--- src/hw/rtl/ngf_ram.sv ---
// Generic single-write, single-read synchronous RAM with registered read data.
// No dependencies.
module ngf_ram #(
	parameter int WIDTH = 16,
	parameter int DEPTH = 256
) (
	input  logic                     clk,
	input  logic                     we,
	input  logic [$clog2(DEPTH)-1:0] waddr,
	input  logic [WIDTH-1:0]         wdata,
	input  logic                     re,
	input  logic [$clog2(DEPTH)-1:0] raddr,
	output logic [WIDTH-1:0]         rdata
);

	logic [WIDTH-1:0] mem [DEPTH];

	always_ff @(posedge clk) begin
		if (we) begin
			mem[waddr] <= wdata;
		end
		if (re) begin
			rdata <= mem[raddr];
		end
	end

endmodule

--- config.mk ---
export PLATFORM = sky130hd
export DESIGN_NAME = ngf_ram
export DESIGN_NICKNAME = d
export VERILOG_FILES = /design/src/hw/rtl/ngf_ram.sv
export SDC_FILE = /design/constraint.sdc
export NUM_CORES = 2
export LEC_CHECK = 0
export BUFFER_PORTS_ARGS = -buffer_cell sky130_fd_sc_hd__buf_2
export CAP_MARGIN = 25
export CORE_MARGIN = 5
export CORE_UTILIZATION = 43
export CTS_BUF_LIST = sky130_fd_sc_hd__clkbuf_16
export DETAILED_ROUTE_END_ITERATION = 8
export SLEW_MARGIN = 20
export SYNTH_ARGS = -nofsm -noshare
export SYNTH_HDL_FRONTEND = slang
export SYNTH_SLANG_ARGS = --single-unit
export TNS_END_PERCENT = 5
--- constraint.sdc ---
create_clock -name clk -period 2 [get_ports clk]
set_input_delay 0 -clock clk [delete_from_list [all_inputs] [get_ports clk]]
set_output_delay 0 -clock clk [all_outputs]
set_load 0.02 [all_outputs]
==> summary.md <==
| Metric | Value |
|---|---|
| Status | finished with violations |
| Failing checks | negative setup slack |
| Critical path, cell by cell | mux4_2 > mux4_2 > a22o_4 > o32ai_4 > buf_4 > nor4_1 |
| Die Y | 618 um |
| Post-synth EDFFs | 4112 |
| Cells after Synth | roughly 7400 |
| Initial antenna violation count | 21 |
| H-tree levels | 5 |
| Cell family with most CP delay | multiplexers |
| GRT Residual Overflow | 0 |
| Clock tree buffer depth | 4 |
| Total die area | 0.382 sq mm |
| RSZ-0062 raised after global routing | true |
| I/O pin total | approximately 50 |
| Clock Pin Slew Worst Setup and Hold Paths | 0.06 ns |
| Clock root buffer master | clkbuf_16 |
| CTS tree | yes |
| CTS Sinks | 4112 |
| Final Hold Viols | 0 |
| Global routing's busiest layer | met2 |
| Finish-stage setup viols | 48 |
| WL per Instance | between 30 and 40 um |
| Hold WS | 0.0440 ns |
| Hold Crit Class | primary input to register |
| M1 GR Usage | 0.321 |
| Worst path bufs/invs | 1 |
| Hpwl dp | 275000 um |
| CP startpoint kind | register |
| Slew Viols, Final | 0 |
| DR iter-0 viols | around 10000 |
| Met2 Usage GRT | 0.355 |
| Syn Nets | roughly 7400 |
| CORE AREA | 0.369 sq mm |
| Worst-margin pin slew | approximately 0.93 ns |
| MaxCap Viol Count | 0 |
| Commonest non-fill, non-tap cell in the layout | edfxtp_1 |
| Rows | 223 |
| Clock skew | 0.0436 ns |
| Drt pass-1 iters | 6 |
| Crit path top cell by count | mux4_2 |
| Pin count of the biggest net entering global routing | 101 |
| Placed Cells | between 10000 and 15000 |
| Worst Setup End Kind | register |
| Final antenna-violating net count | 0 |
| Via count | approximately 82000 |
| Clock latency at the later pin of the worst-skew pair | roughly 0.97 ns |
| Routability congestion estimate | 0.897 |
| Post-synthesis async set-or-reset flop share | 0 |
| Power Dens Cells | 957 mW/mm^2 |
| Mapped cell area | 0.159 sq mm |
| IO buf count | 50 |
| Seq/Total Area, Yosys | 0.777 |
| P&R area growth vs syn | 19.8% |
| Vias per cell | approximately 5.9 |
| Final net count | 8534 |
| Fraction of layout cells with a size suffix above 1 | 0.315 |
| Worst Path Arrival | 3.35 ns |
| Global-route wire length before repair | 615000 um |
| Max incr delay on CP | roughly 0.53 ns |
| Leak pwr | approximately 62 nW |
| Ys Warns | 0 |
| Vias in the first global route | 81700 |
| Most frequent cells in the layout | 4112 x edfxtp_1, 797 x mux4_2, 739 x buf_4, 565 x mux2i_1, 416 x clkbuf_16 |
| Initial Util | 0.431 |
| DRT Wirelength | ~430000 um |
| Final Non-Filler Cells | 13800 |
| Setup CP Type | register to register |
| CTS Buf Count | around 410 |
| Total global-route track usage | 0.223 |
| Setup slack after layout | -0.636 ns |
| VDD IR max | 0.703 mV |
| Post-synthesis register bit count | 4112 |
| CP required | 2.71 ns |
| Met3 Usage GRT | 0.0316 |
| Tot Pwr | 182 mW |
| Residual DRC | 0 |
| Die width | 618 um |
| Prevailing post-synth register cell | edfxtp_1 |
| CP max FO | 1 |
| Final min period | 2.64 ns |
| Fmax | 379 MHz |
| Share of the clock period used by the worst path | 1.32 |
| Critical-path top delay cell | mux4_2 |
| Slew headroom | 0.377 |
| Post-synth cell types | 51 |
| Synth Area per Inst | 21.6 sq um |
routing by layer:
metal  part of all wire  up-vias  wire (um)
li1                   -    33700          -
met1               0.41    43800     177000
met2               0.48     3571     207000
met3              0.076      630      33000
met4              0.034        4      14800
met5           0.000058        -         25
synth_stat cells, types with 38 or more instances:
master / number / area share
edfxtp_1: 4112 / 0.78
nand2_1: 38 / 0.00090
mux2i_1: 565 / 0.036
nor3_1: 92 / 0.0029
mux4_2: 797 / 0.11
buf_6: 77 / 0.0055
clkbuf_1: 230 / 0.0054
nor2_1: 304 / 0.0072
o22ai_1: 148 / 0.0058
mux2_2: 88 / 0.0062
o221ai_1: 252 / 0.014
buf_2: 76 / 0.0024
a21oi_1: 175 / 0.0055
a22oi_1: 43 / 0.0020
registers in the layout, summed over array words and instances (netlist names):
register,cells
mem,4096
rdata,16
cell families after synthesis:
logic type,synth area share
compound gates,0.0353
buf+inv,0.0169
flops,0.777
mux,0.155
simple gates,0.0157
report_power, final:
part | total (mW) | switching [mW] | internal, mW | leakage [nW]
logic | 10.5 | 6.37 | 4.16 | 18.0
registers | 95.2 | 0.147 | 95.0 | 37.0
clock network | 76.5 | 32.6 | 43.9 | 6.88
total | 182 | 39.1 | 143 | 61.8
path summary, 6_finish.rpt:
check | start | to | cells after the start | slack, ns
min reg2reg | mem[76][6] | rdata[6] | 5 | 1.21
min | raddr[6] | rdata[12] | 5 | 0.04
max | mem[63][15] | rdata[15] | 6 | -0.64
max reg2reg | mem[63][15] | rdata[15] | 6 | -0.64
stage by stage:
stage | cell area [sq um] | utilization | setup slack [ns] | TNS [ns]
3_5_place_dp | 176000 | 0.477 | -1.70 | -21.74
6_report | 190000 | 0.516 | -0.636 | -8.19
3_3_place_gp | 176000 | 0.477 | -1.77 | -22.21
5_1_grt | 190000 | 0.516 | -0.678 | -8.92
4_1_cts | 190000 | 0.516 | -0.701 | -18.27
2_1_floorplan | 159000 | - | -0.165 | -298.34
worst register-to-register path, stage by stage, from the launching register on:
cell and delay, ns:
edfxtp_1 0.36, mux4_2 0.53, mux4_2 0.49, a22o_4 0.32, o32ai_4 0.44, buf_4 0.20, nor4_1 0.04
final cells by class:
type | instances | area [sq um]
repair buffers | 1178 | 13400
diodes | 11 | 27.5
well taps | 4950 | 6190
fillers | 28600 | 178000
clock inverters | 348 | 3060
multi-input cells | 2792 | 33800
flip-flops and latches | 4112 | 123000
clock buffers | 415 | 10400
inverters | 4 | 27.5
repair_timing:
item                                    4_1_cts  5_1_grt
pin swaps                                    13       24
resized for setup                            68       65
endpoints found under the hold margin      6016        0
endpoints found under the setup margin       17      432
cloned                                        0        1
setup buffers                                 0        0
hold buffers                                 38        0
Note: power is estimated with default switching activity, not from simulation.
