### src/hw/rtl/ngf_pkg.sv
// Shared types and fixed constants for the n-gram frequency table.
// No dependencies; the other files of the block, all but ngf_ram, refer to it by scoped names.
package ngf_pkg;

	localparam int TOKEN_W    = 64;
	localparam int CFG_W      = 3;
	localparam int IDX_OUT_W  = 8;
	localparam int COUNT_W    = 16;
	localparam int USED_OUT_W = 9;

	localparam logic [COUNT_W-1:0] COUNT_MAX   = 16'hFFFF;
	localparam logic [COUNT_W-1:0] COUNT_ONE   = 16'd1;
	localparam logic [CFG_W-1:0]   ORDER_RESET = 3'd2;

	typedef enum logic [1:0] {
		ST_IDLE,
		ST_SCAN,
		ST_WRITE,
		ST_DONE
	} state_t;

	typedef struct packed {
		logic shift;
		logic clear;
	} win_ctl_t;

endpackage

### src/hw/rtl/ngf_if.sv
// Valid/ready channel interfaces for token words in and result words out.
// Depends on ngf_pkg for the field widths.
interface ngf_in_if;
	logic                        valid;
	logic                        ready;
	logic [ngf_pkg::TOKEN_W-1:0] token_key;
	logic                        last_token;

	modport source (output valid, output token_key, output last_token, input ready);
	modport sink   (input valid, input token_key, input last_token, output ready);
endinterface

interface ngf_out_if;
	logic                           valid;
	logic                           ready;
	logic                           ngram_formed;
	logic [ngf_pkg::IDX_OUT_W-1:0]  entry_index;
	logic [ngf_pkg::COUNT_W-1:0]    entry_count;
	logic                           was_inserted;
	logic                           table_overflow;
	logic [ngf_pkg::USED_OUT_W-1:0] entries_in_use;

	modport source (output valid, output ngram_formed, output entry_index,
		output entry_count, output was_inserted, output table_overflow,
		output entries_in_use, input ready);
	modport sink   (input valid, input ngram_formed, input entry_index,
		input entry_count, input was_inserted, input table_overflow,
		input entries_in_use, output ready);
endinterface

### src/hw/rtl/ngf_scan.sv
// Sequencer: first-match scan of the key memory, count update or append, result register.
// Depends on ngf_pkg and the channel interfaces in ngf_if.
module ngf_scan #(
	parameter int TABLE_DEPTH = 256,
	parameter int MAX_ORDER   = 4,
	parameter int KEY_W       = 64
) (
	input  logic                               clk,
	input  logic                               arst_n,
	ngf_in_if.sink                             tok,
	ngf_out_if.source                          res,
	input  logic [$clog2(MAX_ORDER+1)-1:0]     eff_order,
	input  logic                               formed,
	input  logic [MAX_ORDER*KEY_W-1:0]         gram,
	output ngf_pkg::win_ctl_t                  win_ctl,
	output logic                               key_re,
	output logic [$clog2(TABLE_DEPTH)-1:0]     key_raddr,
	input  logic [MAX_ORDER*KEY_W-1:0]         key_rdata,
	output logic                               key_we,
	output logic [$clog2(TABLE_DEPTH)-1:0]     key_waddr,
	output logic [MAX_ORDER*KEY_W-1:0]         key_wdata,
	output logic                               cnt_re,
	output logic [$clog2(TABLE_DEPTH)-1:0]     cnt_raddr,
	input  logic [ngf_pkg::COUNT_W-1:0]        cnt_rdata,
	output logic                               cnt_we,
	output logic [$clog2(TABLE_DEPTH)-1:0]     cnt_waddr,
	output logic [ngf_pkg::COUNT_W-1:0]        cnt_wdata
);

	localparam int ORD_W = $clog2(MAX_ORDER + 1);
	localparam int IDX_W = $clog2(TABLE_DEPTH);
	localparam int CNT_W = $clog2(TABLE_DEPTH + 1);

	ngf_pkg::state_t state_q, state_d;

	logic [CNT_W-1:0]             scan_q;
	logic [CNT_W-1:0]             used_q;
	logic                         pend_s1;
	logic [IDX_W-1:0]             addr_s1;
	logic [MAX_ORDER*KEY_W-1:0]   gram_q;
	logic [ORD_W-1:0]             order_q;
	logic                         formed_q;
	logic                         last_q;
	logic [IDX_W-1:0]             idx_q;
	logic [ngf_pkg::COUNT_W-1:0]  cnt_q;
	logic                         ins_q;
	logic                         ovf_q;

	logic                         res_valid_q;
	logic                         res_formed_q;
	logic [ngf_pkg::IDX_OUT_W-1:0]  res_idx_q;
	logic [ngf_pkg::COUNT_W-1:0]    res_cnt_q;
	logic                         res_ins_q;
	logic                         res_ovf_q;
	logic [ngf_pkg::USED_OUT_W-1:0] res_used_q;

	logic                         accept;
	logic                         match;
	logic                         hit;
	logic                         scan_more;
	logic                         miss_done;
	logic                         room;
	logic                         load;
	logic                         rd_en;
	logic [ngf_pkg::COUNT_W-1:0]  cnt_next;

	assign accept    = tok.valid && tok.ready;
	assign scan_more = scan_q != used_q;
	assign hit       = pend_s1 && match;
	assign miss_done = !pend_s1 && !scan_more;
	assign room      = int'(used_q) < TABLE_DEPTH;
	assign load      = !res_valid_q || res.ready;
	assign cnt_next  = (cnt_rdata == ngf_pkg::COUNT_MAX) ? ngf_pkg::COUNT_MAX
		: cnt_rdata + ngf_pkg::COUNT_ONE;

	always_comb begin
		match = 1'b1;
		for (int k = 0; k < MAX_ORDER; k++) begin
			if (k < int'(order_q) &&
				key_rdata[k*KEY_W +: KEY_W] != gram_q[k*KEY_W +: KEY_W]) begin
				match = 1'b0;
			end
		end
	end

	always_comb begin
		state_d = state_q;
		unique case (state_q)
			ngf_pkg::ST_IDLE: begin
				if (tok.valid) begin
					state_d = formed ? ngf_pkg::ST_SCAN : ngf_pkg::ST_DONE;
				end
			end
			ngf_pkg::ST_SCAN: begin
				if (hit) begin
					state_d = ngf_pkg::ST_WRITE;
				end else if (miss_done) begin
					state_d = room ? ngf_pkg::ST_WRITE : ngf_pkg::ST_DONE;
				end
			end
			ngf_pkg::ST_WRITE: begin
				state_d = ngf_pkg::ST_DONE;
			end
			ngf_pkg::ST_DONE: begin
				if (load) begin
					state_d = ngf_pkg::ST_IDLE;
				end
			end
			default: state_d = ngf_pkg::ST_IDLE;
		endcase
	end

	always_comb begin
		tok.ready = 1'b0;
		rd_en     = 1'b0;
		key_we    = 1'b0;
		cnt_we    = 1'b0;
		unique case (state_q)
			ngf_pkg::ST_IDLE:  tok.ready = 1'b1;
			ngf_pkg::ST_SCAN:  rd_en     = scan_more && !hit;
			ngf_pkg::ST_WRITE: begin
				cnt_we = 1'b1;
				key_we = ins_q;
			end
			ngf_pkg::ST_DONE:  tok.ready = 1'b0;
			default:           tok.ready = 1'b0;
		endcase
	end

	assign win_ctl.shift = accept;
	assign win_ctl.clear = accept && tok.last_token;

	assign key_re    = rd_en;
	assign key_raddr = scan_q[IDX_W-1:0];
	assign cnt_re    = rd_en;
	assign cnt_raddr = scan_q[IDX_W-1:0];
	assign key_waddr = idx_q;
	assign key_wdata = gram_q;
	assign cnt_waddr = idx_q;
	assign cnt_wdata = cnt_q;

	always_ff @(posedge clk or negedge arst_n) begin
		if (!arst_n) begin
			state_q     <= ngf_pkg::ST_IDLE;
			scan_q      <= '0;
			used_q      <= '0;
			pend_s1     <= 1'b0;
			res_valid_q <= 1'b0;
		end else begin
			state_q <= state_d;
			pend_s1 <= rd_en;
			if (accept) begin
				scan_q <= '0;
			end else if (rd_en) begin
				scan_q <= scan_q + CNT_W'(1);
			end
			if (state_q == ngf_pkg::ST_WRITE && ins_q) begin
				used_q <= used_q + CNT_W'(1);
			end else if (state_q == ngf_pkg::ST_DONE && load && last_q) begin
				used_q <= '0;
			end
			if (state_q == ngf_pkg::ST_DONE && load) begin
				res_valid_q <= 1'b1;
			end else if (res.ready) begin
				res_valid_q <= 1'b0;
			end
		end
	end

	always_ff @(posedge clk) begin
		addr_s1 <= scan_q[IDX_W-1:0];
		if (accept) begin
			gram_q   <= gram;
			order_q  <= eff_order;
			formed_q <= formed;
			last_q   <= tok.last_token;
			idx_q    <= '0;
			cnt_q    <= '0;
			ins_q    <= 1'b0;
			ovf_q    <= 1'b0;
		end else if (state_q == ngf_pkg::ST_SCAN) begin
			if (hit) begin
				idx_q <= addr_s1;
				cnt_q <= cnt_next;
			end else if (miss_done) begin
				if (room) begin
					idx_q <= used_q[IDX_W-1:0];
					cnt_q <= ngf_pkg::COUNT_ONE;
					ins_q <= 1'b1;
				end else begin
					ovf_q <= 1'b1;
				end
			end
		end
		if (state_q == ngf_pkg::ST_DONE && load) begin
			res_formed_q <= formed_q;
			res_idx_q    <= ngf_pkg::IDX_OUT_W'(idx_q);
			res_cnt_q    <= cnt_q;
			res_ins_q    <= ins_q;
			res_ovf_q    <= ovf_q;
			res_used_q   <= ngf_pkg::USED_OUT_W'(used_q);
		end
	end

	assign res.valid          = res_valid_q;
	assign res.ngram_formed   = res_formed_q;
	assign res.entry_index    = res_idx_q;
	assign res.entry_count    = res_cnt_q;
	assign res.was_inserted   = res_ins_q;
	assign res.table_overflow = res_ovf_q;
	assign res.entries_in_use = res_used_q;

endmodule

### src/flat_wrapper.sv
// flat-port wrapper written by rule: the top's interface ports become plain ports
module ngf_scan_flat 
#(
	parameter int TABLE_DEPTH = 256,
	parameter int MAX_ORDER   = 4,
	parameter int KEY_W       = 64
)
  (clk, arst_n, eff_order, formed, gram, win_ctl, key_re, key_raddr, key_rdata, key_we, key_waddr, key_wdata, cnt_re, cnt_raddr, cnt_rdata, cnt_we, cnt_waddr, cnt_wdata, tok_valid, tok_token_key, tok_last_token, tok_ready, res_valid, res_ngram_formed, res_entry_index, res_entry_count, res_was_inserted, res_table_overflow, res_entries_in_use, res_ready);
  ngf_in_if tok_i ();
  ngf_out_if res_i ();
  input  logic clk;
  input  logic arst_n;
  input  logic [$clog2(MAX_ORDER+1)-1:0] eff_order;
  input  logic formed;
  input  logic [MAX_ORDER*KEY_W-1:0] gram;
  output ngf_pkg::win_ctl_t win_ctl;
  output logic key_re;
  output logic [$clog2(TABLE_DEPTH)-1:0] key_raddr;
  input  logic [MAX_ORDER*KEY_W-1:0] key_rdata;
  output logic key_we;
  output logic [$clog2(TABLE_DEPTH)-1:0] key_waddr;
  output logic [MAX_ORDER*KEY_W-1:0] key_wdata;
  output logic cnt_re;
  output logic [$clog2(TABLE_DEPTH)-1:0] cnt_raddr;
  input  logic [ngf_pkg::COUNT_W-1:0] cnt_rdata;
  output logic cnt_we;
  output logic [$clog2(TABLE_DEPTH)-1:0] cnt_waddr;
  output logic [ngf_pkg::COUNT_W-1:0] cnt_wdata;
  input wire logic [$bits(tok_i.valid)-1:0] tok_valid;
  input wire logic [$bits(tok_i.token_key)-1:0] tok_token_key;
  input wire logic [$bits(tok_i.last_token)-1:0] tok_last_token;
  output wire logic [$bits(tok_i.ready)-1:0] tok_ready;
  output wire logic [$bits(res_i.valid)-1:0] res_valid;
  output wire logic [$bits(res_i.ngram_formed)-1:0] res_ngram_formed;
  output wire logic [$bits(res_i.entry_index)-1:0] res_entry_index;
  output wire logic [$bits(res_i.entry_count)-1:0] res_entry_count;
  output wire logic [$bits(res_i.was_inserted)-1:0] res_was_inserted;
  output wire logic [$bits(res_i.table_overflow)-1:0] res_table_overflow;
  output wire logic [$bits(res_i.entries_in_use)-1:0] res_entries_in_use;
  input wire logic [$bits(res_i.ready)-1:0] res_ready;
  assign tok_i.valid = tok_valid;
  assign tok_i.token_key = tok_token_key;
  assign tok_i.last_token = tok_last_token;
  assign tok_ready = tok_i.ready;
  assign res_valid = res_i.valid;
  assign res_ngram_formed = res_i.ngram_formed;
  assign res_entry_index = res_i.entry_index;
  assign res_entry_count = res_i.entry_count;
  assign res_was_inserted = res_i.was_inserted;
  assign res_table_overflow = res_i.table_overflow;
  assign res_entries_in_use = res_i.entries_in_use;
  assign res_i.ready = res_ready;
  ngf_scan #(.TABLE_DEPTH(TABLE_DEPTH), .MAX_ORDER(MAX_ORDER), .KEY_W(KEY_W)) u_core (.clk(clk), .arst_n(arst_n), .tok(tok_i), .res(res_i), .eff_order(eff_order), .formed(formed), .gram(gram), .win_ctl(win_ctl), .key_re(key_re), .key_raddr(key_raddr), .key_rdata(key_rdata), .key_we(key_we), .key_waddr(key_waddr), .key_wdata(key_wdata), .cnt_re(cnt_re), .cnt_raddr(cnt_raddr), .cnt_rdata(cnt_rdata), .cnt_we(cnt_we), .cnt_waddr(cnt_waddr), .cnt_wdata(cnt_wdata));
endmodule
### config.mk
export PLATFORM = sky130hd
export DESIGN_NAME = ngf_scan_flat
export DESIGN_NICKNAME = d
export VERILOG_FILES = /design/src/hw/rtl/ngf_pkg.sv /design/src/hw/rtl/ngf_if.sv /design/src/hw/rtl/ngf_scan.sv /design/src/flat_wrapper.sv
export SDC_FILE = /design/constraint.sdc
export NUM_CORES = 1
export LEC_CHECK = 0
export BUFFER_PORTS_ARGS = -buffer_cell sky130_fd_sc_hd__buf_4
export CORE_AREA = 2 2 374 376
export CTS_BUF_LIST = sky130_fd_sc_hd__clkbuf_2
export CTS_CLUSTER_DIAMETER = 60
export DETAILED_ROUTE_END_ITERATION = 8
export DIE_AREA = 0 0 376 378
export GPL_TIMING_DRIVEN = 0
export PLACE_DENSITY_LB_ADDON = 0.12
export SYNTH_ARGS = -nofsm -noshare
export SYNTH_HDL_FRONTEND = slang
export SYNTH_SLANG_ARGS = --single-unit
### constraint.sdc
create_clock -name clk -period 35.6 [get_ports clk]
set_input_delay 5.34 -clock clk [delete_from_list [all_inputs] [get_ports clk]]
set_output_delay 5.34 -clock clk [all_outputs]
set_load 0.01 [all_outputs]
==> results.toml <==
[cts]
post_cts.repair.setup_buffers = 0
clock_sinks = 353
insertion_delay_ps = 1410
hold_buffers = 0
htreeDepth = 3
cts_tree = "built"
ctsLongestPathBuffers = 3
path_clk_slew_ps = 100
cts_buffers = 117
cts.root.buffer_cell = "clkbuf_2"
cts_resized = 0

[grt]
grt_pass1_vias = 13570
overflow = 0
grt.total_usage_pct = 11.30
grt_pass1_wl_um = 110300
grt_start_max_net_pins = 60
antenna_found_initial = 15

[yosys]
synth.most_common_cell = "edfxtp_1"
yosysSeqAreaShare_pct = 69.05
yosys_warnings = 0
synth_ff_type = "edfxtp_1"
synthesis.nets = 1581
synth_top_cell_area_share_pct = 60.67
synth-edff-count = 297
yosys.area.top_type = "edfxtp_1"
synth_seq_cells = 353
syn_avg_cell_area_um2 = 15.11
synth_area_leaders = "edfxtp_1, xnor2_1, dfxtp_1"
netlist_instances = 973
yosysUniqueCellTypes = 44
synthTopCellsByCount = "edfxtp_1, xnor2_1, nand4_1"
synth_async_sr_flop_share_pct = 6.232
mappedNetlistArea_mm2 = 0.01470

[place]
dp_hpwl_um = 69020
dpl.cell_count = 3671
placed_area_mm2 = 0.02377
numPortBuffers = 884
place.gp.congestion = 0.7828

[floorplanning]
core-area_mm2 = 0.1385
die_y_um = 378
dieArea_mm2 = 0.1421
initial_core_util_pct = 10.61
num_rows = 137
io_pins = 949
die_width_um = 376

[status]
status = "completed"

[run]
maxCapViolCount = 0

[sta]
clock.fmax_mhz = 67.02
hold_viol_final = 0
period_needed_ps = 14920
rsz0062_at_grt = "false"
worst_pin_slew_ps = 909.6
fin_setup_tns_ps = 0
final_max_slew_viol_count = 0
relSlewSlack_pct = 38.80
period_share_pct = 41.91
setup_violations = 0
hold_slack_ps = 431.7
skew_ps = 165.9

[route]
vias = 12300
drt_iter0_drc = 410
routedWlPerCell_um = 21.34
post_drt_via_cell_ratio = 3.168
drcViolationCount = 0
finalWirelength_um = 82900
ant_nets = 0
drt_pass1_iterations = 4

[pwr]
p_leak_uw = 0.009787
ir_worst_vdd_uv = 21.15
power.density_mw_per_mm2 = 56.34
total_power_uw = 1398

[layout]
area_delta_synth_final_pct = 68.81
seq_area_mm2 = 0.01015
multi_input_area_mm2 = 0.004253
nFillCells = 15420
nets = 2591
stdcell_count = 3884
final_area_mm2 = 0.02481
layout-drive-gt1-share_pct = 53.72

[worst_setup_path]
worst-endpoint-required_ps = 30260
arrival_ps = 9580
crit_path_end_kind = "output port"
timing_worst_setup_path_type = "in2out"
path_max_fanout = 6
cp-start-kind = "input port"

[worst_hold_path]
min_path_type = "reg2reg"
==> worst paths after layout <==
path | to | from | cells past startpoint | slack [ps]
min in group asynchronous | u_core.used_q[4] | arst_n | 1 | 3870
max in group asynchronous | u_core.used_q[1] | arst_n | 1 | 31380
worst max register to register | u_core.cnt_wdata[10] | u_core.key_wdata[177] | 10 | 30490
worst min register to register | u_core.res.entry_count[0] | u_core.cnt_wdata[0] | 0 | 430
worst min-delay path | u_core.res.entry_count[0] | u_core.cnt_wdata[0] | 0 | 430
worst max-delay path | key_re | key_rdata[177] | 10 | 20680
==> layout make-up <==
| class | count | area share (%) |
|---|---|---|
| flip-flops and latches | 353 | 40.90 |
| repair buffers | 891 | 27.41 |
| multi-input cells | 567 | 17.14 |
| well taps | 1807 | 9.112 |
| clock buffers | 170 | 3.429 |
| plain buffers | 42 | 1.074 |
| clock inverters | 36 | 0.6958 |
| inverters | 11 | 0.1664 |
| diodes | 7 | 0.07059 |
==> layer usage <==
metal  GRT usage [%]  vias up  share of wire (%)
met5               0        -              0.083
met2           20.26      617                 51
met4           3.472       12                2.5
li1                -     5726                  -
met3           5.300      147                 10
met1           11.61     5801                 36
==> cell families (layout without fill, tap and decap cells) <==
group / after synthesis / count (layout) / share of synthesized area (%)
fa+ha+maj: 7 / 7 / 0.5958
simple gates: 180 / 180 / 6.912
buf+inv: 53 / 1150 / 2.068
compound gates: 99 / 99 / 4.588
other cells: 0 / 7 / 0
mux: 5 / 5 / 0.3405
flops: 353 / 353 / 69.05
xor+xnor: 276 / 276 / 16.45
==> sequential cells by signal, indices dropped and copies added (netlist names), 2 cells and up <==
register / flops
u_core.key_wdata: 256
u_core.cnt_wdata: 16
u_core.res.entry_count: 16
u_core.res.entries_in_use: 9
u_core.scan_q: 9
u_core.used_q: 9
u_core.addr_s1: 8
u_core.cnt_waddr: 8
u_core.res.entry_index: 8
u_core.order_q: 3
u_core.state_q: 2
==> cells in the final DEF (no fill, tap or decap), types with 4 or more instances in the layout <==
| cell type | count |
|---|---|
| a21oi_1 | 6 |
| a31o_2 | 5 |
| a31oi_1 | 6 |
| and3_1 | 8 |
| and4_1 | 6 |
| buf_16 | 5 |
| buf_4 | 911 |
| clkbuf_1 | 14 |
| clkbuf_2 | 170 |
| clkinv_1 | 26 |
| dfrtp_1 | 22 |
| dfxtp_1 | 34 |
| diode_2 | 7 |
| edfxtp_1 | 297 |
| ha_1 | 7 |
| inv_1 | 11 |
| mux2i_1 | 5 |
| nand2_1 | 24 |
| nand3_1 | 17 |
| nand4_1 | 72 |
| nor2_1 | 22 |
| nor4_1 | 17 |
| o211ai_1 | 15 |
| o21a_1 | 8 |
| o21ai_0 | 39 |
| o221a_1 | 5 |
| o31ai_1 | 4 |
| xnor2_1 | 270 |
| xor2_1 | 6 |
==> worst max-delay path: stages <==
cell and delay [ps]:
buf_4 110, xnor2_1 510, nand4_1 690, nor4_1 930, nand4_1 520, a31oi_1 370
o2111ai_2 280, and2_1 430, buf_4 220, buf_4 130
==> per-stage QoR <==
| stage | util (%) | worst slack (ps) |
|---|---|---|
| floorplan | - | 16570 |
| global placement | 17.04 | 10370 |
| detailed placement | 17.16 | 20410 |
| CTS | 17.90 | 20390 |
| global route | 17.91 | 20310 |
| finish | 17.92 | 20680 |
==> power by group <==
group	leakage [uW]	switching (uW)	internal, uW
Sequential	0.00333	65.4	550
Clock	0.000789	216	131
Combinational	0.00567	229	207
Total	0.00979	511	887
(Power assumes the default switching activity.)
