[src/hw/rtl/ngf_pkg.sv]
// Shared types and fixed constants for the n-gram frequency table.
// No dependencies; the other files of the block, all but ngf_ram, refer to it by scoped names.
package ngf_pkg;

	localparam int TOKEN_W    = 64;
	localparam int CFG_W      = 3;
	localparam int IDX_OUT_W  = 8;
	localparam int COUNT_W    = 16;
	localparam int USED_OUT_W = 9;

	localparam logic [COUNT_W-1:0] COUNT_MAX   = 16'hFFFF;
	localparam logic [COUNT_W-1:0] COUNT_ONE   = 16'd1;
	localparam logic [CFG_W-1:0]   ORDER_RESET = 3'd2;

	typedef enum logic [1:0] {
		ST_IDLE,
		ST_SCAN,
		ST_WRITE,
		ST_DONE
	} state_t;

	typedef struct packed {
		logic shift;
		logic clear;
	} win_ctl_t;

endpackage

[src/hw/rtl/ngf_window.sv]
// Window of previous tokens and assembly of the n-gram closed by the current token.
// Depends on ngf_pkg.
module ngf_window #(
	parameter int MAX_ORDER = 4,
	parameter int KEY_W     = 64
) (
	input  logic                             clk,
	input  logic                             arst_n,
	input  ngf_pkg::win_ctl_t                ctl,
	input  logic [ngf_pkg::CFG_W-1:0]        cfg_order,
	input  logic [KEY_W-1:0]                 key,
	output logic [$clog2(MAX_ORDER+1)-1:0]   eff_order,
	output logic                             formed,
	output logic [MAX_ORDER*KEY_W-1:0]       gram
);

	localparam int ORD_W  = $clog2(MAX_ORDER + 1);
	localparam int RDEPTH = (MAX_ORDER > 1) ? MAX_ORDER - 1 : 1;

	logic [KEY_W-1:0] recent_q [RDEPTH];
	logic [ORD_W-1:0] fill_q;

	always_comb begin
		if (cfg_order == '0) begin
			eff_order = ORD_W'(1);
		end else if (int'(cfg_order) > MAX_ORDER) begin
			eff_order = ORD_W'(MAX_ORDER);
		end else begin
			eff_order = ORD_W'(cfg_order);
		end
	end

	assign formed = ({1'b0, fill_q} + {{ORD_W{1'b0}}, 1'b1}) >= {1'b0, eff_order};

	always_comb begin
		gram = '0;
		for (int k = 0; k < MAX_ORDER; k++) begin
			if (k + 1 == int'(eff_order)) begin
				gram[k*KEY_W +: KEY_W] = key;
			end else if (k + 1 < int'(eff_order)) begin
				for (int j = 0; j < RDEPTH; j++) begin
					if (j + k + 2 == int'(eff_order)) begin
						gram[k*KEY_W +: KEY_W] = recent_q[j];
					end
				end
			end
		end
	end

	always_ff @(posedge clk) begin
		if (ctl.shift) begin
			recent_q[0] <= key;
			for (int i = 1; i < RDEPTH; i++) begin
				recent_q[i] <= recent_q[i-1];
			end
		end
	end

	always_ff @(posedge clk or negedge arst_n) begin
		if (!arst_n) begin
			fill_q <= '0;
		end else if (ctl.clear) begin
			fill_q <= '0;
		end else if (ctl.shift && int'(fill_q) < MAX_ORDER - 1) begin
			fill_q <= fill_q + ORD_W'(1);
		end
	end

endmodule

[config.mk]
export PLATFORM = sky130hd
export DESIGN_NAME = ngf_window
export DESIGN_NICKNAME = d
export VERILOG_FILES = /design/src/hw/rtl/ngf_pkg.sv /design/src/hw/rtl/ngf_window.sv
export SDC_FILE = /design/constraint.sdc
export NUM_CORES = 1
export LEC_CHECK = 0
export ABC_AREA = 1
export BUFFER_PORTS_ARGS = -buffer_cell sky130_fd_sc_hd__buf_2
export CORE_MARGIN = 4
export CORE_UTILIZATION = 27
export CTS_CLUSTER_SIZE = 20
export DETAILED_ROUTE_END_ITERATION = 16
export HOLD_SLACK_MARGIN = 0.1
export PLACE_DENSITY = 0.59
export SYNTH_ARGS = -nofsm -noshare
export SYNTH_HDL_FRONTEND = slang
export SYNTH_SLANG_ARGS = --single-unit
[constraint.sdc]
create_clock -name clk -period 1.4 [get_ports clk]
set_input_delay 0.28 -clock clk [delete_from_list [all_inputs] [get_ports clk]]
set_output_delay 0.28 -clock clk [all_outputs]
set_load 0.02 [all_outputs]
==> impl_metrics.prom, run 1 <==
# TYPE chip_impl_metric gauge
chip_impl_metric{name="antenna_cells_inserted",unit=""} 0
chip_impl_info{name="cp-end-kind",value="output pin"} 1
chip_impl_metric{name="slew_viol_final",unit=""} 0
chip_impl_info{name="tritoncts_clock_tree",value="done"} 1
chip_impl_metric{name="syn_to_layout_area_delta",unit="%"} 101
chip_impl_metric{name="clkTransAtPathRegs",unit="ns"} 0.07
chip_impl_metric{name="finalHoldViolCount",unit=""} 0
chip_impl_info{name="cell_with_the_most_instances_on_the_worst_path",value="sky130_fd_sc_hd__nand2_1"} 1
chip_impl_metric{name="timing.final.setup_violations",unit=""} 248
chip_impl_metric{name="grt_antenna_before_repair",unit=""} 0
chip_impl_info{name="path_delay_family",value="adder cells"} 1
chip_impl_metric{name="power.switching",unit="W"} 0.00578
chip_impl_metric{name="finalInstanceArea",unit="mm2"} 0.0203
chip_impl_metric{name="postRouteAntennaNets",unit=""} 0
chip_impl_metric{name="route.detailed.drc",unit=""} 0
chip_impl_metric{name="gr-usage-all-layers",unit="%"} 20.8
chip_impl_metric{name="placement.setup.worst_slack",unit="ns"} -0.463
chip_impl_metric{name="floorplan.die.height",unit="um"} 201
chip_impl_metric{name="numCtsBuffers",unit=""} 17
chip_impl_metric{name="wire_per_inst",unit="um"} 22.7
chip_impl_metric{name="grt_first_pass_wirelength",unit="um"} 65000
chip_impl_metric{name="netlist_area",unit="mm2"} 0.0101
chip_impl_metric{name="synth_fp_nets",unit=""} 1118
chip_impl_info{name="clock_tree.root_cell",value="sky130_fd_sc_hd__clkbuf_16"} 1
chip_impl_info{name="crit_path_top_delay_cell",value="sky130_fd_sc_hd__dfrtp_1"} 1
chip_impl_metric{name="fin_worst_skew",unit="ns"} 0.00834
chip_impl_metric{name="arr_time_crit_path",unit="ns"} 1.76
chip_impl_metric{name="ys.warnings.count",unit=""} 0
chip_impl_info{name="violations",value="negative setup slack"} 1
chip_impl_metric{name="portBuffers",unit=""} 330
chip_impl_metric{name="globalRoute.totalOverflow",unit=""} 0
chip_impl_metric{name="drv.max_cap_violation_count",unit=""} 0
chip_impl_metric{name="p_per_area",unit="mW/mm2"} 892
chip_impl_metric{name="post-route-util",unit="%"} 55.2
chip_impl_metric{name="clock_tree.htree_level_count",unit=""} 4
chip_impl_info{name="min_path_type",value="input port to flop"} 1
chip_impl_metric{name="syn_avg_cell_area",unit="um2"} 9.67
chip_impl_metric{name="timing.final.ws_setup",unit="ns"} -0.639
chip_impl_metric{name="total_die_area",unit="mm2"} 0.0405
chip_impl_metric{name="detail_route.vias_per_cell",unit=""} 5.10
chip_impl_metric{name="sw_frac_of_total",unit="%"} 31.9
chip_impl_metric{name="power_frac_seq",unit="%"} 40.2
chip_impl_metric{name="first_global_vias",unit=""} 10400
chip_impl_metric{name="insertion_delay",unit="ns"} 0.44
chip_impl_metric{name="crit_path_max_fanout",unit=""} 2
chip_impl_metric{name="chipWidth",unit="um"} 201
chip_impl_metric{name="yosysSeqAreaShare",unit="%"} 57.9
chip_impl_metric{name="core",unit="mm2"} 0.0368
chip_impl_metric{name="peakVddDrop",unit="mV"} 0.829
chip_impl_metric{name="num_vias",unit=""} 10500
chip_impl_metric{name="critical-path-max-stage-delay",unit="ns"} 0.41
chip_impl_metric{name="fin_nets",unit=""} 1656
chip_impl_metric{name="dr.first_iter.drc_count",unit=""} 715
chip_impl_metric{name="dpl.hpwl",unit="um"} 23300
chip_impl_metric{name="timing.fmax",unit="MHz"} 490
chip_impl_metric{name="crit_buf_inv",unit=""} 1
chip_impl_metric{name="fin_crit_sh",unit="%"} 146
chip_impl_metric{name="worst_reg2reg_path_depth",unit=""} 6
chip_impl_metric{name="synthDistinctLibCells",unit=""} 27
chip_impl_info{name="layout.cells.most_common_list",value="sky130_fd_sc_hd__buf_6, sky130_fd_sc_hd__edfxtp_1, sky130_fd_sc_hd__nand2_2, sky130_fd_sc_hd__nand2_1, sky130_fd_sc_hd__nand2_4"} 1
chip_impl_metric{name="hold_ws",unit="ns"} 0.140
chip_impl_metric{name="cp.depth",unit=""} 7
chip_impl_metric{name="leakage_power_figure",unit="nW"} 9.08
chip_impl_metric{name="placement_rows",unit=""} 70
chip_impl_info{name="worstSetupStartpointType",value="flop"} 1
chip_impl_info{name="setup.worst_path.class",value="flop to output pin"} 1
chip_impl_info{name="crit_path_cell_trace",value="ha_4, ha_1, nand2_1, nand2_1, nand2_1, nand2_2, buf_6"} 1
chip_impl_metric{name="clock_tree.buffer_depth",unit=""} 2
chip_impl_metric{name="dpl_cell_area",unit="mm2"} 0.0134
chip_impl_metric{name="post_synth_inst_count",unit=""} 1044
chip_impl_metric{name="cts_sinks",unit=""} 195
chip_impl_metric{name="maximum_number_of_pins_on_one_net_before_global_route_repair",unit=""} 34
chip_impl_metric{name="worst_pin_slew",unit="ns"} 0.370
chip_impl_metric{name="globalplace.congestion",unit=""} 0.804
chip_impl_metric{name="timing.hold.worst_path_depth",unit=""} 1
chip_impl_metric{name="clockPowerShare",unit="%"} 27.9
chip_impl_metric{name="slew-limit-headroom",unit="%"} 75.4
chip_impl_metric{name="internal_power_summed_over_all_cells",unit="W"} 0.0123
chip_impl_metric{name="io-pin-count",unit=""} 331
chip_impl_metric{name="post-route-min-period",unit="ns"} 2.04
chip_impl_info{name="outcome",value="complete, but fails checks"} 1
chip_impl_info{name="final_common_cell",value="sky130_fd_sc_hd__buf_6"} 1
chip_impl_info{name="unrepaired_setup_endpoints_after_global_routing",value="yes"} 1
chip_impl_metric{name="cp.required",unit="ns"} 1.12
chip_impl_metric{name="p_comb_share",unit="%"} 31.8
chip_impl_metric{name="tns",unit="ns"} -77.45
chip_impl_metric{name="ratio_of_cells_with_drive_above_1_in_the_final_layout",unit="%"} 62.5
chip_impl_metric{name="post_route_wl",unit="um"} 46800
chip_impl_metric{name="effective_utilization_at_floorplan",unit="%"} 27.4
chip_impl_metric{name="yosys_register_bits",unit=""} 195
chip_impl_metric{name="first_pass_iters",unit=""} 4
cell families after synthesis:
kind of cell	Yosys count	share of synthesized area, %
buf+inv	201	8.32
xor+xnor	2	0.174
flops	195	57.9
simple gates	428	16.4
fa+ha+maj	3	0.372
compound gates	215	16.8
cells in the mapped netlist:
cell type | count | area share, %
sky130_fd_sc_hd__dfrtp_1 | 3 | 0.74
sky130_fd_sc_hd__nor2_4 | 1 | 0.11
sky130_fd_sc_hd__buf_1 | 5 | 0.19
sky130_fd_sc_hd__ha_1 | 3 | 0.37
sky130_fd_sc_hd__o21bai_1 | 1 | 0.074
sky130_fd_sc_hd__edfxtp_1 | 192 | 57
sky130_fd_sc_hd__nor2_2 | 2 | 0.12
sky130_fd_sc_hd__buf_6 | 3 | 0.33
sky130_fd_sc_hd__nor2_1 | 9 | 0.33
sky130_fd_sc_hd__o21ai_0 | 18 | 0.89
sky130_fd_sc_hd__nand3_1 | 2 | 0.099
sky130_fd_sc_hd__clkbuf_1 | 19 | 0.71
sky130_fd_sc_hd__buf_4 | 4 | 0.30
sky130_fd_sc_hd__a22oi_1 | 58 | 4.3
sky130_fd_sc_hd__xor2_1 | 2 | 0.17
sky130_fd_sc_hd__a22o_1 | 15 | 1.3
sky130_fd_sc_hd__o21ai_1 | 13 | 0.64
sky130_fd_sc_hd__o211ai_2 | 34 | 4.2
sky130_fd_sc_hd__a21oi_1 | 7 | 0.35
sky130_fd_sc_hd__o211ai_1 | 62 | 4.6
sky130_fd_sc_hd__nand2_1 | 401 | 15
sky130_fd_sc_hd__o22ai_1 | 7 | 0.43
sky130_fd_sc_hd__inv_1 | 129 | 4.8
sky130_fd_sc_hd__nand2_4 | 1 | 0.11
sky130_fd_sc_hd__buf_2 | 38 | 1.9
sky130_fd_sc_hd__inv_2 | 3 | 0.11
sky130_fd_sc_hd__nand4_1 | 12 | 0.74
layer usage:
layer / global-route usage (%) / share of wire, %
met3: 4.82 / 6.5
met4: 5.86 / 2.3
met5: 0 / 0
met2: 35.3 / 51
met1: 26.7 / 40
what timing repair did:
| action | in CTS | in global routing |
|---|---|---|
| hold buffers | 46 | 0 |
| setup buffers | 55 | 39 |
| resized for setup | 734 | 410 |
| setup endpoints to repair | 239 | 259 |
| pin swaps | 81 | 103 |
| gates cloned | 57 | 13 |
| hold endpoints to repair | 49 | 0 |
area by class of cell:
class / instances / area, um2
clock inverter: 15 / 173
fill: 2883 / 16500
multi-input combinational: 649 / 5640
tap: 468 / 586
clock buffer: 17 / 425
inverter: 132 / 523
sequential: 195 / 5840
timing repair buffer: 587 / 7110
metrics by stage:
| step | cells | total power (W) |
|---|---|---|
| final | 2063 | 0.0181 |
| after floorplan | 1044 | 0.00922 |
| after global routing | 2063 | 0.0188 |
| after global placement | 1850 | 0.0107 |
| after CTS | 2040 | 0.0176 |
| after detailed placement | 1850 | 0.0108 |
power by group through the flow:
stage / sequential (W) / clock (W) / combinational [W]
2_1_floorplan: 0.00720 / 0 / 0.00202
3_3_place_gp: 0.00726 / 0 / 0.00346
3_5_place_dp: 0.00728 / 0 / 0.00348
4_1_cts: 0.00721 / 0.00518 / 0.00522
5_1_grt: 0.00731 / 0.00543 / 0.00603
6_report: 0.00728 / 0.00506 / 0.00576
path summary, 6_finish.rpt:
path                                 startpoint                to  slack, ns
worst max-delay path                  fill_q[1]            formed      -0.64
worst min-delay path                    key[10]   recent_q[0][10]       0.14
worst max register to register        fill_q[0]         fill_q[1]       0.30
worst min register to register  recent_q[0][78]  recent_q[0][142]       0.45
max in group asynchronous                arst_n         fill_q[1]       1.10
min in group asynchronous                arst_n         fill_q[0]       0.19
worst reg2reg max path: stages, from the launching register on:
cell                      delay, ns
sky130_fd_sc_hd__dfrtp_1       0.41
sky130_fd_sc_hd__buf_4         0.16
sky130_fd_sc_hd__nand2_1       0.09
sky130_fd_sc_hd__nand2_1       0.08
sky130_fd_sc_hd__nor2_1        0.11
sky130_fd_sc_hd__o21ai_0       0.09
sky130_fd_sc_hd__nor2_1        0.10
flip-flops by register name, summed over array words and instances (netlist names):
signal / cells
recent_q: 192
fill_q: 3
Note: power is estimated with default switching activity, not from simulation.
==> run 2, diff against run 1 <==
- SETUP_SLACK_MARGIN: unset -> 0.15
- TNS_END_PERCENT: unset -> 5
==> run 2 against run 1 <==
  * The flow still finishes with violations (negative setup slack)
  * Critical path depth is the same
  * Setup slack worse by 0.021 ns
  * Final cell count down 3.2%
  * Power down 5.1%
  * Global-route usage fell by 4.2 points
  * Die area unchanged
  * Wire length is 22% lower
  * First-iteration DRC count down 28%
  * Clock-buffer cell count increased by 1
  * Critical path type unchanged
==> impl_metrics.prom, run 2 (synthesized netlist as in run 1, its figures left out) <==
# TYPE chip_impl_metric gauge
chip_impl_metric{name="cts_sinks",unit=""} 195
chip_impl_info{name="tritoncts_clock_tree",value="done"} 1
chip_impl_info{name="path_delay_family",value="flip-flops"} 1
chip_impl_metric{name="grt_antenna_before_repair",unit=""} 0
chip_impl_metric{name="nFillCells",unit=""} 3323
chip_impl_info{name="cp-end-kind",value="output pin"} 1
chip_impl_metric{name="detail_route.vias_per_cell",unit=""} 4.87
chip_impl_metric{name="post-route-min-period",unit="ns"} 2.06
chip_impl_metric{name="antenna_cells_inserted",unit=""} 0
chip_impl_metric{name="timing.final.ws_setup",unit="ns"} -0.660
chip_impl_metric{name="slew_viol_final",unit=""} 0
chip_impl_metric{name="dpl_cell_area",unit="mm2"} 0.0136
chip_impl_metric{name="chipWidth",unit="um"} 201
chip_impl_metric{name="grt_first_pass_wirelength",unit="um"} 54200
chip_impl_info{name="final_common_cell",value="sky130_fd_sc_hd__nand2_1"} 1
chip_impl_metric{name="io-pin-count",unit=""} 331
chip_impl_metric{name="globalRoute.totalOverflow",unit=""} 0
chip_impl_info{name="crit_path_cell_trace",value="ha_4, xor2_2, ha_2, o21bai_1, inv_1, nand2_2, buf_6"} 1
chip_impl_metric{name="drv.max_cap_violation_count",unit=""} 0
chip_impl_metric{name="fin_crit_sh",unit="%"} 147
chip_impl_metric{name="fin_nets",unit=""} 1589
chip_impl_metric{name="finalHoldViolCount",unit=""} 0
chip_impl_metric{name="finalInstanceArea",unit="mm2"} 0.0171
chip_impl_metric{name="first_pass_iters",unit=""} 5
chip_impl_metric{name="p_per_area",unit="mW/mm2"} 1010
chip_impl_info{name="setup.worst_path.class",value="flop to output pin"} 1
chip_impl_metric{name="leakage_power_figure",unit="nW"} 7.49
chip_impl_metric{name="crit_buf_inv",unit=""} 2
chip_impl_metric{name="timing.final.setup_violations",unit=""} 225
chip_impl_metric{name="core",unit="mm2"} 0.0368
chip_impl_info{name="crit_path_top_delay_cell",value="sky130_fd_sc_hd__dfrtp_1"} 1
chip_impl_metric{name="num_vias",unit=""} 9713
chip_impl_metric{name="fin_worst_skew",unit="ns"} 0.0108
chip_impl_metric{name="slew-limit-headroom",unit="%"} 79.0
chip_impl_metric{name="globalplace.congestion",unit=""} 0.835
chip_impl_metric{name="maximum_number_of_pins_on_one_net_before_global_route_repair",unit=""} 40
chip_impl_metric{name="finish.cell_count_without_fillers",unit=""} 1996
chip_impl_metric{name="placed_cells_incl_taps",unit=""} 1870
chip_impl_info{name="top_register",value="recent_q"} 1
chip_impl_metric{name="wire_per_inst",unit="um"} 18.4
chip_impl_info{name="clock_tree.root_cell",value="sky130_fd_sc_hd__clkbuf_16"} 1
chip_impl_metric{name="clkTransAtPathRegs",unit="ns"} 0.08
chip_impl_metric{name="numCtsBuffers",unit=""} 17
chip_impl_metric{name="crit_path_max_fanout",unit=""} 2
chip_impl_metric{name="floorplan.die.height",unit="um"} 201
chip_impl_metric{name="placement_rows",unit=""} 70
chip_impl_metric{name="worst_pin_slew",unit="ns"} 0.313
chip_impl_metric{name="route.detailed.drc",unit=""} 0
chip_impl_metric{name="clock_tree.htree_level_count",unit=""} 4
chip_impl_metric{name="peakVddDrop",unit="mV"} 0.859
chip_impl_metric{name="postRouteAntennaNets",unit=""} 0
chip_impl_metric{name="syn_to_layout_area_delta",unit="%"} 69.2
chip_impl_metric{name="largest_register_ffs",unit=""} 192
chip_impl_info{name="worstSetupStartpointType",value="flop"} 1
chip_impl_info{name="unrepaired_setup_endpoints_after_global_routing",value="yes"} 1
chip_impl_metric{name="dpl.hpwl",unit="um"} 23200
chip_impl_metric{name="first_global_vias",unit=""} 9456
chip_impl_metric{name="portBuffers",unit=""} 330
chip_impl_metric{name="total_die_area",unit="mm2"} 0.0405
chip_impl_metric{name="dr.first_iter.drc_count",unit=""} 518
chip_impl_metric{name="post_route_wl",unit="um"} 36700
chip_impl_info{name="outcome",value="complete, but fails checks"} 1
chip_impl_info{name="largest_registers",value="recent_q x192, fill_q x3"} 1
chip_impl_info{name="layout.cells.most_common_list",value="sky130_fd_sc_hd__nand2_1, sky130_fd_sc_hd__edfxtp_1, sky130_fd_sc_hd__buf_4, sky130_fd_sc_hd__buf_6, sky130_fd_sc_hd__inv_1"} 1
chip_impl_metric{name="clock_tree.buffer_depth",unit=""} 2
chip_impl_metric{name="cp.required",unit="ns"} 1.12
chip_impl_metric{name="ratio_of_cells_with_drive_above_1_in_the_final_layout",unit="%"} 43.5
chip_impl_info{name="min_path_type",value="input port to flop"} 1
chip_impl_info{name="violations",value="negative setup slack"} 1
chip_impl_metric{name="effective_utilization_at_floorplan",unit="%"} 27.4
chip_impl_metric{name="gr-usage-all-layers",unit="%"} 16.6
chip_impl_metric{name="insertion_delay",unit="ns"} 0.45
chip_impl_metric{name="arr_time_crit_path",unit="ns"} 1.78
chip_impl_metric{name="timing.fmax",unit="MHz"} 486
chip_impl_metric{name="critical-path-max-stage-delay",unit="ns"} 0.42
-- run 2: what timing repair did --
action / in CTS / in global routing
setup endpoints to repair: 258 / 255
hold buffers: 61 / 0
pin swaps: 61 / 38
endpoints found under the hold margin: 63 / 0
setup buffers: 10 / 7
gates cloned: 7 / 9
resized for setup: 382 / 134
-- run 2: area by class of cell --
cell class                 count  area [um2]  area share (%)
clock buffer                  18         429            2.51
sequential                   195        5840            34.2
tap                          468         586            3.43
inverter                     132         518            3.03
multi-input combinational    648        4230            24.8
clock inverter                14         199            1.17
timing repair buffer         521        5270            30.9
-- run 2: where the power goes --
group / switching [W] / internal [W]
Sequential: 0.000298 / 0.00690
Clock: 0.00234 / 0.00302
Combinational: 0.00252 / 0.00210
-- run 2: per-layer routing --
metal  routed length (um)  GRT usage [%]  up-vias
li1                     -              -     4551
met1                15800           21.5     4749
met2                18300           28.5      377
met3                 2060           3.56       36
met4                  545           4.20        0
met5                    0              0        -
-- run 2: final timing paths --
kind,from,to,slack [ns],depth (start not counted)
max in group asynchronous,arst_n,fill_q[2],1.10,2
worst min register to register,recent_q[0][127],recent_q[0][191],0.44,0
worst max register to register,fill_q[1],fill_q[0],0.30,5
worst max-delay path,fill_q[1],formed,-0.66,7
worst min-delay path,key[30],recent_q[0][30],0.12,1
min in group asynchronous,arst_n,fill_q[1],0.19,2
-- run 2: through the flow --
stage / setup WS, ns / total power, W / util [%] / hold WS [ns] / setup TNS [ns]
after floorplan: -0.0601 / 0.00920 / - / -0.0156 / -0.241
after global placement: -0.369 / 0.0108 / 37.0 / 0.0795 / -57.56
after detailed placement: -0.389 / 0.0108 / 37.0 / 0.0801 / -60.88
after CTS: -0.710 / 0.0171 / 44.3 / 0.103 / -59.24
after global routing: -0.736 / 0.0179 / 46.4 / 0.112 / -60.32
final: -0.660 / 0.0172 / 46.4 / 0.120 / -48.86
-- run 2: worst register-to-register path: cells and delay by family (launching register included) --
kind | cells | cell delay, ns
xor+xnor | 1 | 0.16
buf+inv | 1 | 0.15
flops | 1 | 0.42
simple gates | 3 | 0.26
==> run 3, diff against run 2 <==
- ABC_AREA: 1 -> unset
- REMOVE_ABC_BUFFERS: unset -> 1
- SETUP_SLACK_MARGIN: 0.15 -> 0.02
==> run 3 against run 2 <==
  * The flow still finishes with violations (negative setup slack)
  * Power shrank 3.3%
  * Die area up 0.76%
  * Sequential power hardly changed
  * Critical path depth fell by 1
  * First-iteration DRC count is 3.7% higher
  * Sequential share of layout area rose by 3.0 points
  * Synthesized cell count shrank 16%
  * Synthesized area up 0.79%
  * Hold slack better by 0.028 ns
  * Largest cell class unchanged
  * Highest routed layer is now met5
==> impl_metrics.prom, run 3 <==
# TYPE chip_impl_metric gauge
chip_impl_metric{name="first_global_vias",unit=""} 8757
chip_impl_metric{name="core",unit="mm2"} 0.0369
chip_impl_metric{name="timing.final.setup_violations",unit=""} 240
chip_impl_metric{name="effective_utilization_at_floorplan",unit="%"} 27.6
chip_impl_info{name="min_path_type",value="input port to flop"} 1
chip_impl_metric{name="synthDominantCellAreaShare",unit="%"} 56.7
chip_impl_info{name="synth.area.top_cells",value="sky130_fd_sc_hd__edfxtp_1, sky130_fd_sc_hd__mux2i_1, sky130_fd_sc_hd__o21ai_0, sky130_fd_sc_hd__a22o_1, sky130_fd_sc_hd__a22oi_1"} 1
chip_impl_info{name="crit_path_top_delay_cell",value="sky130_fd_sc_hd__dfrtp_1"} 1
chip_impl_metric{name="floorplan.die.height",unit="um"} 202
chip_impl_info{name="largest_registers",value="recent_q x192, fill_q x3"} 1
chip_impl_metric{name="slew-limit-headroom",unit="%"} 80.3
chip_impl_metric{name="syn_avg_cell_area",unit="um2"} 11.6
chip_impl_metric{name="placed_cells_incl_taps",unit=""} 1714
chip_impl_info{name="synthTopCellsByCount",value="sky130_fd_sc_hd__edfxtp_1, sky130_fd_sc_hd__o21ai_0, sky130_fd_sc_hd__mux2i_1"} 1
chip_impl_info{name="crit_path_cell_trace",value="ha_4, xor2_1, ha_1, o21ai_1, o21ai_2, buf_6"} 1
chip_impl_metric{name="total_die_area",unit="mm2"} 0.0408
chip_impl_info{name="top_register",value="recent_q"} 1
chip_impl_metric{name="portBuffers",unit=""} 330
chip_impl_info{name="clock_tree.root_cell",value="sky130_fd_sc_hd__clkbuf_16"} 1
chip_impl_metric{name="post_route_wl",unit="um"} 35600
chip_impl_metric{name="regToRegSetupSlack",unit="ns"} 0.30
chip_impl_info{name="min_from",value="key[2]"} 1
chip_impl_metric{name="finish.cell_count_without_fillers",unit=""} 1839
chip_impl_metric{name="first_pass_iters",unit=""} 5
chip_impl_metric{name="hold_ws",unit="ns"} 0.148
chip_impl_metric{name="route.detailed.drc",unit=""} 0
chip_impl_metric{name="cp.required",unit="ns"} 1.12
chip_impl_info{name="final_common_cell",value="sky130_fd_sc_hd__edfxtp_1"} 1
chip_impl_info{name="unrepaired_setup_endpoints_after_global_routing",value="yes"} 1
chip_impl_metric{name="timing.final.ws_setup",unit="ns"} -0.713
chip_impl_metric{name="syn_to_layout_area_delta",unit="%"} 54.1
chip_impl_info{name="setup.worst_path.class",value="flop to output pin"} 1
chip_impl_metric{name="yosysSeqAreaShare",unit="%"} 57.4
chip_impl_metric{name="ratio_of_cells_with_drive_above_1_in_the_final_layout",unit="%"} 40.5
chip_impl_info{name="dominant_combinational_cell_family_by_area_after_synthesis",value="compound AO/OA/AOI/OAI gates"} 1
chip_impl_metric{name="chipWidth",unit="um"} 202
chip_impl_metric{name="timing.fmax",unit="MHz"} 473
chip_impl_metric{name="numCtsBuffers",unit=""} 17
chip_impl_metric{name="worst_pin_slew",unit="ns"} 0.295
chip_impl_metric{name="placement_rows",unit=""} 70
chip_impl_info{name="layout.cells.most_common_list",value="sky130_fd_sc_hd__edfxtp_1, sky130_fd_sc_hd__buf_2, sky130_fd_sc_hd__buf_4, sky130_fd_sc_hd__o21ai_1, sky130_fd_sc_hd__buf_6"} 1
chip_impl_metric{name="post-route-min-period",unit="ns"} 2.11
chip_impl_metric{name="leakage_power_figure",unit="nW"} 6.52
chip_impl_metric{name="critical-path-max-stage-delay",unit="ns"} 0.41
chip_impl_metric{name="clock_tree.buffer_depth",unit=""} 2
chip_impl_metric{name="clkTransAtPathRegs",unit="ns"} 0.08
chip_impl_metric{name="num_vias",unit=""} 9002
chip_impl_metric{name="peakVddDrop",unit="mV"} 0.894
chip_impl_metric{name="grt_antenna_before_repair",unit=""} 1
chip_impl_info{name="min_delay_worst_endpoint",value="recent_q[0][2]"} 1
chip_impl_info{name="tritoncts_clock_tree",value="done"} 1
chip_impl_metric{name="clock_tree.htree_level_count",unit=""} 4
chip_impl_info{name="rr_endpoint",value="fill_q[0]"} 1
chip_impl_metric{name="globalRoute.totalOverflow",unit=""} 0
chip_impl_metric{name="synth_enable_flop_cells",unit=""} 192
chip_impl_metric{name="cts_sinks",unit=""} 195
chip_impl_metric{name="dr.first_iter.drc_count",unit=""} 537
chip_impl_metric{name="maximum_number_of_pins_on_one_net_before_global_route_repair",unit=""} 48
chip_impl_metric{name="synth_compound_gate_area_share",unit="%"} 19.9
chip_impl_metric{name="finalHoldViolCount",unit=""} 0
chip_impl_metric{name="gr-usage-all-layers",unit="%"} 16.0
chip_impl_info{name="outcome",value="complete, but fails checks"} 1
chip_impl_metric{name="yosys.area_share.adder",unit="%"} 0.369
chip_impl_metric{name="insertion_delay",unit="ns"} 0.45
chip_impl_metric{name="yosys_register_bits",unit=""} 195
chip_impl_metric{name="ys.warnings.count",unit=""} 0
chip_impl_info{name="yosysMostFrequentCell",value="sky130_fd_sc_hd__edfxtp_1"} 1
chip_impl_info{name="violations",value="negative setup slack"} 1
chip_impl_metric{name="antenna_cells_inserted",unit=""} 0
chip_impl_metric{name="crit_path_max_fanout",unit=""} 2
chip_impl_metric{name="post_synth_inst_count",unit=""} 878
chip_impl_metric{name="largest_register_ffs",unit=""} 192
chip_impl_metric{name="globalplace.congestion",unit=""} 0.810
chip_impl_metric{name="grt_first_pass_wirelength",unit="um"} 52000
chip_impl_info{name="synth-main-ff-cell",value="sky130_fd_sc_hd__edfxtp_1"} 1
chip_impl_metric{name="slew_viol_final",unit=""} 0
chip_impl_metric{name="crit_buf_inv",unit=""} 1
chip_impl_info{name="synth.largest_area_cell",value="sky130_fd_sc_hd__edfxtp_1"} 1
chip_impl_metric{name="dpl.hpwl",unit="um"} 22800
chip_impl_metric{name="post-route-util",unit="%"} 42.5
chip_impl_metric{name="yosys.area_share.xor_xnor",unit="%"} 0.0861
chip_impl_metric{name="fin_nets",unit=""} 1396
chip_impl_info{name="path_delay_family",value="adder cells"} 1
chip_impl_metric{name="arr_time_crit_path",unit="ns"} 1.83
chip_impl_metric{name="post_synth_mux_area_share",unit="%"} 6.99
chip_impl_metric{name="fin_worst_skew",unit="ns"} 0.0134
chip_impl_metric{name="fin_crit_sh",unit="%"} 151
chip_impl_metric{name="drv.max_cap_violation_count",unit=""} 0
chip_impl_metric{name="io-pin-count",unit=""} 331
chip_impl_metric{name="netlist_area",unit="mm2"} 0.0102
chip_impl_info{name="cp-end-kind",value="output pin"} 1
chip_impl_metric{name="wire_per_inst",unit="um"} 19.4
chip_impl_metric{name="worst_reg2reg_path_depth",unit=""} 4
chip_impl_metric{name="post_synthesis_share_of_cell_area_spent_on_and_or_nand_and_nor_gates",unit="%"} 10.9
chip_impl_metric{name="postRouteAntennaNets",unit=""} 0
chip_impl_metric{name="p_per_area",unit="mW/mm2"} 1060
chip_impl_metric{name="synthDistinctLibCells",unit=""} 25
chip_impl_info{name="crit-reg2reg-launch",value="fill_q[2]"} 1
chip_impl_info{name="worstSetupStartpointType",value="flop"} 1
chip_impl_metric{name="detail_route.vias_per_cell",unit=""} 4.90
chip_impl_metric{name="timing.hold.worst_path_depth",unit=""} 2
chip_impl_metric{name="postSynth.asyncResetShare",unit="%"} 1.54
==> run 3: how the worst max path moves through the flow <==
stage | from | end | slack [ns] | cells after the start
floorplan | cfg_order[2] | gram[10] | -1.23 | 3
global placement | cfg_order[1] | gram[37] | -0.49 | 7
detailed placement | cfg_order[1] | gram[51] | -0.52 | 7
CTS | fill_q[1] | formed | -0.81 | 6
global route | fill_q[0] | formed | -0.79 | 6
finish | fill_q[0] | formed | -0.71 | 6
==> run 3: routing by layer <==
layer  track usage (%)  routed length (um)  vias to the layer above
met5                 0                  13                        -
met4              4.44                 640                        2
met3              3.72                2290                       38
met2              25.6               17100                      342
met1              21.8               15600                     4408
li1                  -                   -                     4212
==> run 3: stage by stage <==
step	power, W	area [um2]	TNS [ns]	worst slack [ns]
after floorplan	0.00887	9740	-157.38	-1.23
after global routing	0.0173	15700	-64.80	-0.793
after detailed placement	0.0106	12900	-78.36	-0.519
final	0.0166	15700	-51.93	-0.713
after CTS	0.0164	14800	-55.30	-0.814
after global placement	0.0106	12900	-75.96	-0.493
==> run 3: worst reg2reg max path, cell delays in order (launching register included) <==
cell	delay, ns
sky130_fd_sc_hd__dfrtp_1	0.40
sky130_fd_sc_hd__buf_4	0.15
sky130_fd_sc_hd__nor2b_1	0.19
sky130_fd_sc_hd__nor2_1	0.07
sky130_fd_sc_hd__a211oi_1	0.21
==> run 3: power breakdown <==
part           total [W]  internal (W)  switching, W
registers        0.00721       0.00690      0.000314
logic            0.00416       0.00188       0.00228
clock network    0.00524       0.00298       0.00226
total             0.0166        0.0118       0.00485
==> run 3: area by class of cell <==
type | instances | area (um2)
tap | 504 | 631
inverter | 2 | 7.51
clock buffer | 17 | 425
timing repair buffer | 505 | 4400
multi-input combinational | 601 | 4190
clock inverter | 15 | 188
sequential | 195 | 5840
fill | 3516 | 21200
==> run 3: kinds of logic (layout without fill, tap and decap cells) <==
family          count (synthesis)  in the layout
compound gates                320            320
simple gates                  206            206
flops                         195            195
buf+inv                        82            539
mux                            71             71
fa+ha+maj                       3              3
xor+xnor                        1              1
==> run 3: what timing repair did <==
action | in CTS | in global routing
hold buffers | 60 | 0
buffers inserted | 12 | 11
gates resized for setup | 242 | 215
pin swaps | 43 | 46
endpoints found under the setup margin | 243 | 250
cloned | 3 | 7
endpoints found under the hold margin | 64 | 0
